==> config.mk <==
export PLATFORM = sky130hd
export DESIGN_NAME = swb_mwc_random_generator_core_flat
export DESIGN_NICKNAME = d
export VERILOG_FILES = /design/src/sv/swbmwc_pkg.sv /design/src/sv/swbmwc_in_if.sv /design/src/sv/swbmwc_out_if.sv /design/src/sv/swbmwc_lag_ram.sv /design/src/sv/swbmwc_step_unit.sv /design/src/sv/swb_mwc_random_generator_core.sv /design/src/flat_wrapper.sv
export VERILOG_INCLUDE_DIRS = /design/src /design/src/sv
export SDC_FILE = /design/constraint.sdc
export NUM_CORES = 2
export LEC_CHECK = 0
export ABC_AREA = 0
export BUFFER_PORTS_ARGS = -buffer_cell sky130_fd_sc_hd__buf_2
export CAP_MARGIN = 20
export CORE_MARGIN = 2
export CORE_UTILIZATION = 40
export DETAILED_ROUTE_END_ITERATION = 8
export HOLD_SLACK_MARGIN = 0.08
export PLACE_DENSITY = 0.66
export SYNTH_ARGS = -nofsm -noshare
export SYNTH_HDL_FRONTEND = slang
export SYNTH_SLANG_ARGS = --single-unit
==> constraint.sdc <==
create_clock -name clk_i -period 22.9 [get_ports clk_i]
set_clock_uncertainty 0.2 [all_clocks]
set_input_delay 4.58 -clock clk_i [delete_from_list [all_inputs] [get_ports clk_i]]
set_output_delay 4.58 -clock clk_i [all_outputs]
set_load 0.05 [all_outputs]
==> src/sv/swb_mwc_random_generator_core_assert.svh <==
// assertion macros for the swb/mwc generator
// no dependencies; included by the top level
`ifndef SWB_MWC_RANDOM_GENERATOR_CORE_ASSERT_SVH
`define SWB_MWC_RANDOM_GENERATOR_CORE_ASSERT_SVH

// clocked assertion with asynchronous active-low reset and custom message
`define SWBMWC_ASSERT_MSG(label, clk, rst_n, prop, msg) \
  label: assert property (@(posedge clk) disable iff (!(rst_n)) (prop)) else $error(msg);

// clocked assertion with a fixed message
`define SWBMWC_ASSERT(label, clk, rst_n, prop) \
  `SWBMWC_ASSERT_MSG(label, clk, rst_n, prop, "swbmwc assertion failed")

`endif

==> src/sv/swbmwc_pkg.sv <==
// shared types and constants for the swb/mwc generator
// no dependencies
`timescale 1ns / 1ps

package swbmwc_pkg;

  localparam int unsigned WORD_W     = 32;
  localparam int unsigned OP_W       = 2;
  localparam int unsigned SEED_IDX_W = 6;

  localparam int unsigned LONG_LAG_DEF  = 37;
  localparam int unsigned SHORT_LAG_DEF = 24;

  localparam int unsigned MWC_HALF_W = 16;
  localparam logic [14:0] MWC_MULT = 15'd30903;
  localparam logic [WORD_W-1:0] MWC_SEED_MASK = 32'h0FFF_FFFF;

  typedef enum logic [OP_W-1:0] {
    OP_SEED_LAG = 2'd0,
    OP_SEED_MWC = 2'd1,
    OP_GENERATE = 2'd2
  } op_e;

endpackage

==> src/sv/swbmwc_in_if.sv <==
// input channel: operation, seed index and seed value with valid/ready
// depends on swbmwc_pkg
`timescale 1ns / 1ps

interface swbmwc_in_if;
  import swbmwc_pkg::*;

  logic                  valid;
  logic                  ready;
  logic [OP_W-1:0]       operation;
  logic [SEED_IDX_W-1:0] seed_index;
  logic [WORD_W-1:0]     seed_value;

  modport source (output valid, output operation, output seed_index, output seed_value,
                  input ready);
  modport sink   (input valid, input operation, input seed_index, input seed_value,
                  output ready);
endinterface

==> src/sv/swbmwc_out_if.sv <==
// output channel: generated random word with valid/ready
// depends on swbmwc_pkg
`timescale 1ns / 1ps

interface swbmwc_out_if;
  import swbmwc_pkg::*;

  logic              valid;
  logic              ready;
  logic [WORD_W-1:0] random_word;

  modport source (output valid, output random_word, input ready);
  modport sink   (input valid, input random_word, output ready);
endinterface

==> src/sv/swbmwc_lag_ram.sv <==
// lag word store: two registered read ports, one write port, write-to-read bypass
// depends on swbmwc_pkg
`timescale 1ns / 1ps

module swbmwc_lag_ram #(
  parameter int unsigned Depth = swbmwc_pkg::LONG_LAG_DEF,
  parameter int unsigned IdxW  = $clog2(swbmwc_pkg::LONG_LAG_DEF)
) (
  input  logic                            clk_i,
  input  logic                            rd_en_i,
  input  logic [IdxW-1:0]                 rd_s_addr_i,
  input  logic [IdxW-1:0]                 rd_l_addr_i,
  output logic [swbmwc_pkg::WORD_W-1:0]   rd_s_data_o,
  output logic [swbmwc_pkg::WORD_W-1:0]   rd_l_data_o,
  input  logic                            we_i,
  input  logic [IdxW-1:0]                 waddr_i,
  input  logic [swbmwc_pkg::WORD_W-1:0]   wdata_i
);
  import swbmwc_pkg::*;

  logic [WORD_W-1:0] mem [Depth];
  logic [WORD_W-1:0] rd_s_q;
  logic [WORD_W-1:0] rd_l_q;

  always_ff @(posedge clk_i) begin
    if (we_i) begin
      mem[waddr_i] <= wdata_i;
    end
  end

  always_ff @(posedge clk_i) begin
    if (rd_en_i) begin
      rd_s_q <= (we_i && (waddr_i == rd_s_addr_i)) ? wdata_i : mem[rd_s_addr_i];
      rd_l_q <= (we_i && (waddr_i == rd_l_addr_i)) ? wdata_i : mem[rd_l_addr_i];
    end
  end

  assign rd_s_data_o = rd_s_q;
  assign rd_l_data_o = rd_l_q;

endmodule

==> src/sv/swbmwc_step_unit.sv <==
// one generator step: subtract with borrow, mwc update and final sum
// depends on swbmwc_pkg
`timescale 1ns / 1ps

module swbmwc_step_unit (
  input  logic [swbmwc_pkg::WORD_W-1:0] xs_i,
  input  logic [swbmwc_pkg::WORD_W-1:0] xl_i,
  input  logic                          borrow_i,
  input  logic [swbmwc_pkg::WORD_W-1:0] mwc_i,
  output logic [swbmwc_pkg::WORD_W-1:0] t_o,
  output logic                          borrow_o,
  output logic [swbmwc_pkg::WORD_W-1:0] mwc_o,
  output logic [swbmwc_pkg::WORD_W-1:0] word_o
);
  import swbmwc_pkg::*;

  logic [WORD_W-2:0] prod;
  logic [WORD_W-1:0] t;
  logic [WORD_W-1:0] mwc_next;

  always_comb begin
    t        = xs_i - xl_i - {{(WORD_W-1){1'b0}}, borrow_i};
    prod     = (WORD_W-1)'(mwc_i[MWC_HALF_W-1:0]) * (WORD_W-1)'(MWC_MULT);
    mwc_next = {1'b0, prod} + {{MWC_HALF_W{1'b0}}, mwc_i[WORD_W-1:MWC_HALF_W]};
  end

  assign t_o      = t;
  assign borrow_o = (xs_i < t);
  assign mwc_o    = mwc_next;
  assign word_o   = t + mwc_next;

endmodule

==> src/sv/swb_mwc_random_generator_core.sv <==
// swb(long/short lag) plus mwc random word generator, top level
// a generate reads the lag store at accept; its word then passes the output register
// throughput: one item per cycle; set by the lag store (two reads, one write per cycle)
// items of any operation follow back to back; only a stalled output holds the input
// reset: borrow 1, mwc 1, indices at their start; lag store holds nothing until seeded
`timescale 1ns / 1ps

module swb_mwc_random_generator_core #(
  parameter int unsigned LONG_LAG  = swbmwc_pkg::LONG_LAG_DEF,
  parameter int unsigned SHORT_LAG = swbmwc_pkg::SHORT_LAG_DEF
) (
  input  logic         clk_i,
  input  logic         rst_ni,
  swbmwc_in_if.sink    in_i,
  swbmwc_out_if.source out_o
);
  import swbmwc_pkg::*;
  `include "swb_mwc_random_generator_core_assert.svh"

  localparam int unsigned IdxW = (LONG_LAG > 1) ? $clog2(LONG_LAG) : 1;
  localparam logic [IdxW-1:0] LastIdx   = IdxW'(LONG_LAG - 1);
  localparam logic [IdxW-1:0] ShortInit = IdxW'((SHORT_LAG - 1) % LONG_LAG);
  localparam logic [SEED_IDX_W:0] LagCnt = (SEED_IDX_W + 1)'(LONG_LAG);
  localparam logic [SEED_IDX_W-1:0] OddIdx  = SEED_IDX_W'(1);
  localparam logic [SEED_IDX_W-1:0] EvenIdx = SEED_IDX_W'(2);

  function automatic logic [IdxW-1:0] step_down(input logic [IdxW-1:0] idx);
    return (idx == '0) ? LastIdx : idx - IdxW'(1);
  endfunction

  logic                  accept;
  logic                  in_ready;
  logic                  is_gen;
  logic                  out_free;

  logic [IdxW-1:0]       lidx_q, lidx_d;
  logic [IdxW-1:0]       sidx_q, sidx_d;

  logic                  b_valid_q;
  logic [OP_W-1:0]       b_op_q;
  logic [SEED_IDX_W-1:0] b_idx_q;
  logic [WORD_W-1:0]     b_val_q;
  logic [IdxW-1:0]       b_lidx_q;

  logic                  borrow_q, borrow_d;
  logic [WORD_W-1:0]     mwc_q, mwc_d;

  logic                  out_valid_q;
  logic [WORD_W-1:0]     out_word_q;

  logic [WORD_W-1:0]     xs, xl;
  logic [WORD_W-1:0]     t, mwc_next, word;
  logic                  borrow_next;

  logic                  seed_lag_ok;
  logic [WORD_W-1:0]     seed_word;
  logic                  we;
  logic [IdxW-1:0]       waddr;
  logic [WORD_W-1:0]     wdata;

  // handshake
  assign is_gen   = b_valid_q && (b_op_q == OP_GENERATE);
  assign out_free = !out_valid_q || out_o.ready;
  assign in_ready = !is_gen || out_free;
  assign accept   = in_i.valid && in_ready;
  assign in_i.ready = in_ready;

  // index update at accept
  always_comb begin
    lidx_d = lidx_q;
    sidx_d = sidx_q;
    if (accept) begin
      unique case (in_i.operation)
        OP_GENERATE: begin
          lidx_d = step_down(lidx_q);
          sidx_d = step_down(sidx_q);
        end
        OP_SEED_MWC: begin
          lidx_d = LastIdx;
          sidx_d = ShortInit;
        end
        default: begin
          lidx_d = lidx_q;
          sidx_d = sidx_q;
        end
      endcase
    end
  end

  always_ff @(posedge clk_i or negedge rst_ni) begin
    if (!rst_ni) begin
      lidx_q <= LastIdx;
      sidx_q <= ShortInit;
    end else begin
      lidx_q <= lidx_d;
      sidx_q <= sidx_d;
    end
  end

  // compute stage
  always_ff @(posedge clk_i or negedge rst_ni) begin
    if (!rst_ni) begin
      b_valid_q <= 1'b0;
    end else if (in_ready) begin
      b_valid_q <= accept;
    end
  end

  always_ff @(posedge clk_i) begin
    if (accept) begin
      b_op_q   <= in_i.operation;
      b_idx_q  <= in_i.seed_index;
      b_val_q  <= in_i.seed_value;
      b_lidx_q <= lidx_q;
    end
  end

  swbmwc_lag_ram #(
    .Depth (LONG_LAG),
    .IdxW  (IdxW)
  ) u_lag_ram (
    .clk_i       (clk_i),
    .rd_en_i     (accept),
    .rd_s_addr_i (sidx_q),
    .rd_l_addr_i (lidx_q),
    .rd_s_data_o (xs),
    .rd_l_data_o (xl),
    .we_i        (we),
    .waddr_i     (waddr),
    .wdata_i     (wdata)
  );

  swbmwc_step_unit u_step (
    .xs_i     (xs),
    .xl_i     (xl),
    .borrow_i (borrow_q),
    .mwc_i    (mwc_q),
    .t_o      (t),
    .borrow_o (borrow_next),
    .mwc_o    (mwc_next),
    .word_o   (word)
  );

  // store write: seed words or the new lag word
  always_comb begin
    seed_lag_ok = b_valid_q && (b_op_q == OP_SEED_LAG) && ({1'b0, b_idx_q} < LagCnt);
    seed_word   = b_val_q;
    if (b_idx_q == OddIdx) begin
      seed_word = b_val_q | WORD_W'(1);
    end else if (b_idx_q == EvenIdx) begin
      seed_word = b_val_q & ~WORD_W'(1);
    end
    we    = seed_lag_ok || (is_gen && out_free);
    waddr = is_gen ? b_lidx_q : b_idx_q[IdxW-1:0];
    wdata = is_gen ? t : seed_word;
  end

  // borrow and mwc state
  always_comb begin
    borrow_d = borrow_q;
    mwc_d    = mwc_q;
    if (is_gen && out_free) begin
      borrow_d = borrow_next;
      mwc_d    = mwc_next;
    end else if (b_valid_q && (b_op_q == OP_SEED_MWC)) begin
      borrow_d = 1'b1;
      mwc_d    = (b_val_q & MWC_SEED_MASK) | WORD_W'(1);
    end
  end

  always_ff @(posedge clk_i or negedge rst_ni) begin
    if (!rst_ni) begin
      borrow_q <= 1'b1;
      mwc_q    <= WORD_W'(1);
    end else begin
      borrow_q <= borrow_d;
      mwc_q    <= mwc_d;
    end
  end

  // output register
  always_ff @(posedge clk_i or negedge rst_ni) begin
    if (!rst_ni) begin
      out_valid_q <= 1'b0;
    end else if (out_free) begin
      out_valid_q <= is_gen;
    end
  end

  always_ff @(posedge clk_i) begin
    if (is_gen && out_free) begin
      out_word_q <= word;
    end
  end

  assign out_o.valid       = out_valid_q;
  assign out_o.random_word = out_word_q;

  `SWBMWC_ASSERT(a_idx_range, clk_i, rst_ni, (lidx_q <= LastIdx) && (sidx_q <= LastIdx))
  `SWBMWC_ASSERT(a_out_from_gen, clk_i, rst_ni, $rose(out_valid_q) |-> $past(is_gen))
  `SWBMWC_ASSERT_MSG(a_gen_steps_index, clk_i, rst_ni, (accept && (in_i.operation == OP_GENERATE)) |=> (lidx_q == (($past(lidx_q) == '0) ? LastIdx : ($past(lidx_q) - IdxW'(1)))), "long index did not step down on generate")

endmodule

==> src/flat_wrapper.sv <==
// flat-port wrapper written by rule: the top's interface ports become plain ports
module swb_mwc_random_generator_core_flat import swbmwc_pkg::*;
#(
  parameter int unsigned LONG_LAG  = swbmwc_pkg::LONG_LAG_DEF,
  parameter int unsigned SHORT_LAG = swbmwc_pkg::SHORT_LAG_DEF
)
  (clk_i, rst_ni, in_i_valid, in_i_operation, in_i_seed_index, in_i_seed_value, in_i_ready, out_o_valid, out_o_random_word, out_o_ready);
  swbmwc_in_if in_i_i ();
  swbmwc_out_if out_o_i ();
  input  logic clk_i;
  input  logic rst_ni;
  input wire logic [$bits(in_i_i.valid)-1:0] in_i_valid;
  input wire logic [$bits(in_i_i.operation)-1:0] in_i_operation;
  input wire logic [$bits(in_i_i.seed_index)-1:0] in_i_seed_index;
  input wire logic [$bits(in_i_i.seed_value)-1:0] in_i_seed_value;
  output wire logic [$bits(in_i_i.ready)-1:0] in_i_ready;
  output wire logic [$bits(out_o_i.valid)-1:0] out_o_valid;
  output wire logic [$bits(out_o_i.random_word)-1:0] out_o_random_word;
  input wire logic [$bits(out_o_i.ready)-1:0] out_o_ready;
  assign in_i_i.valid = in_i_valid;
  assign in_i_i.operation = in_i_operation;
  assign in_i_i.seed_index = in_i_seed_index;
  assign in_i_i.seed_value = in_i_seed_value;
  assign in_i_ready = in_i_i.ready;
  assign out_o_valid = out_o_i.valid;
  assign out_o_random_word = out_o_i.random_word;
  assign out_o_i.ready = out_o_ready;
  swb_mwc_random_generator_core #(.LONG_LAG(LONG_LAG), .SHORT_LAG(SHORT_LAG)) u_core (.clk_i(clk_i), .rst_ni(rst_ni), .in_i(in_i_i), .out_o(out_o_i));
endmodule
==> results.txt <==
Detail Placement HPWL = 131 mm
min cycle time layout = 9910 ps
Core Area = 179,000 um^2
# hold bufs at CTS = 0
Cell Rows = 155
# clock sinks = 1,373
critical path's top delay family = buffers and inverters
die width = 428 um
Initial DRT Pass Iterations = 7
Routed WL = 208 mm
cell with the most instances after synthesis = edfxtp_1
drt initial violations = 5,491
Worst-Margin Slew = 1250 ps
synth warn = 0
Post-Syn Area = 72,100 um^2
syn avg cell area = 16.9 um^2
final slew viol count = 0
global-route wire length before repair = 300 mm
vias in the first global route = 42,200
cell mode on critical path = buf_2
Skew-Pair Late Insertion Delay = 800 ps
max-cap viol count = 0
largest net degree at the start of global routing = 101
Startpoint Class = primary input
Final TNS setup = 0 ps
Netlist cell types = 77
fin util = 0.452
CP Capture Type = output port
die area = 184,000 um^2
CTS Buf Count = 145
fraction of registers with async set/reset = 0.0342
critical path cell sequence = buf_2, nor2b_1, nand2_1, buf_2
NumNets Final = 4,764
Clk pin slew, worst setup/hold paths = 70 ps
worst min path class = flop to flop
buffer count from post-CTS setup fixing = 0
Commonest cells post-synth = edfxtp_1, mux4_2, inv_1, ha_1, nand2_1
FF-to-FF Start = u_core.mwc_q[7]
# setup viols final = 0
post-synthesis sequential area ratio = 0.569
antenna viol nets, final = 0
RSZ-0062 raised after global routing = no
min-delay src = u_core.mwc_q[22]
Die Y-Extent = 428 um
starting density of the core = 0.403
H-tree depth = 4
FMAX = 101 MHz
ys flop type = edfxtp_1
Total GRT Usage = 0.227
Hold Vio Cnt, Final = 0
Synth area leader = edfxtp_1
Critical Path Fanout Max = 3
Clock Path Buffers = 3
top-area cell type share of the netlist area = 0.553
Residual DRC = 0
crit path max-delay cell type = buf_2
TritonCTS clock tree = yes
initial antenna violation count = 7
synth top area cells = edfxtp_1, mux4_2, ha_1, fa_1, inv_1
remaining global-route overflow = 0
number of synthesized register bits = 1,373
fin crit share = 0.433
WL per Instance = 30.5 um
Post-synth EDFFs = 1,326
Setup crit start = out_o_ready
critical path class = primary input to output port
clk root buf = clkbuf_16
worst setup margin = 12,990 ps
GP Congestion = 0.899
Via density = 6.14
slowest stage delay, CP = 250 ps
Synth Instances = 4,265
status = completed
Fin Hold WS = 350 ps
post-synth net total = 4,668
crit path DAT = 5130 ps
FILL cells = 15,300
PortBufs = 77
Setup WS pre-CTS = 12,990 ps
via count = 42,000
post-CTS resize count = 0
area grow syn2layout = 12.0%
CP bufs+invs = 2
CP Data Required Time = 18,120 ps
layout cells sized above 1 = 0.272
Ports = 78
worst relative slew slack = 0.157
## layout make-up
cell class / count / area [um^2] / area share
flip-flops and latches: 1373 / 41000 / 0.508
well taps: 2355 / 2950 / 0.0365
repair buffers: 190 / 1540 / 0.0191
diodes: 3 / 7.51 / 0.0000930
multi-input cells: 2312 / 29300 / 0.362
inverters: 339 / 1270 / 0.0158
clock inverters: 77 / 797 / 0.00987
clock buffers: 187 / 3870 / 0.0479
## sequential cells by signal (all words and copies together), names as in the netlist
register	cells
u_core.u_lag_ram.mem	1184
u_core.b_val_q	32
u_core.mwc_q	32
u_core.out_o.random_word	32
u_core.u_lag_ram.rd_l_data_o	32
u_core.u_lag_ram.rd_s_data_o	32
u_core.b_idx_q	6
u_core.b_lidx_q	6
u_core.lidx_q	6
u_core.sidx_q	6
u_core.b_op_q	2
u_core.b_valid_q	1
u_core.borrow_q	1
u_core.out_o.valid	1
## layout by cell type (no fill, tap or decap), types with 77 or more instances in the layout
cell type,count
edfxtp_1,1326
mux4_2,704
inv_1,338
ha_1,257
nand2_1,178
a21oi_1,172
clkbuf_16,148
o21ai_0,107
fa_1,102
nor2_1,90
buf_4,90
buf_2,77
## metrics by stage
| step | cell area [um^2] | instances |
|---|---|---|
| after floorplan | 72100 | 4265 |
| after global placement | 75700 | 6550 |
| after detailed placement | 75700 | 6551 |
| after CTS | 80400 | 6815 |
| after global routing | 80700 | 6834 |
| final | 80700 | 6836 |
## metal layers
metal  vias up  share of wire  track usage  wire length (um)
met5         -        0.00016            0                34
li1      17300              -            -                 -
met2      2220           0.47        0.357             98600
met3       364           0.11       0.0567             22400
met1     22100           0.38        0.307             80100
met4         6          0.034       0.0790              7110
## worst register-to-register path: cells and delay by family, from the launching register on
family	cells	cell delay, ps
AND/OR/NAND/NOR	5	660
flip-flops	1	490
XOR/XNOR	2	320
buffers and inverters	4	380
adder cells (fa/ha/maj)	8	3430
AO/OA/AOI/OAI	10	3750
## cells by family (layout without fill, tap and decap cells)
logic type	after synthesis	count (layout)	synth area share
compound gates	519	519	0.0453
fa+ha+maj	359	359	0.0730
mux	808	808	0.235
buf+inv	580	793	0.0305
simple gates	522	522	0.0344
xor+xnor	104	104	0.0128
other cells	0	3	0
flops	1373	1373	0.569
## worst paths after layout
path                                           endpoint  slack (ps)  depth (start not counted)
max reg2reg                u_core.out_o.random_word[31]       13420                         29
max                                          in_i_ready       12990                          4
min in group asynchronous               u_core.mwc_q[5]        3760                          2
max in group asynchronous              u_core.sidx_q[3]       18100                          2
min reg2reg                            u_core.mwc_q[22]         350                          2
min                                    u_core.mwc_q[22]         350                          2
Power is not shown: default switching activity piles up to over one toggle a cycle in this logic, so the estimate is an artifact.
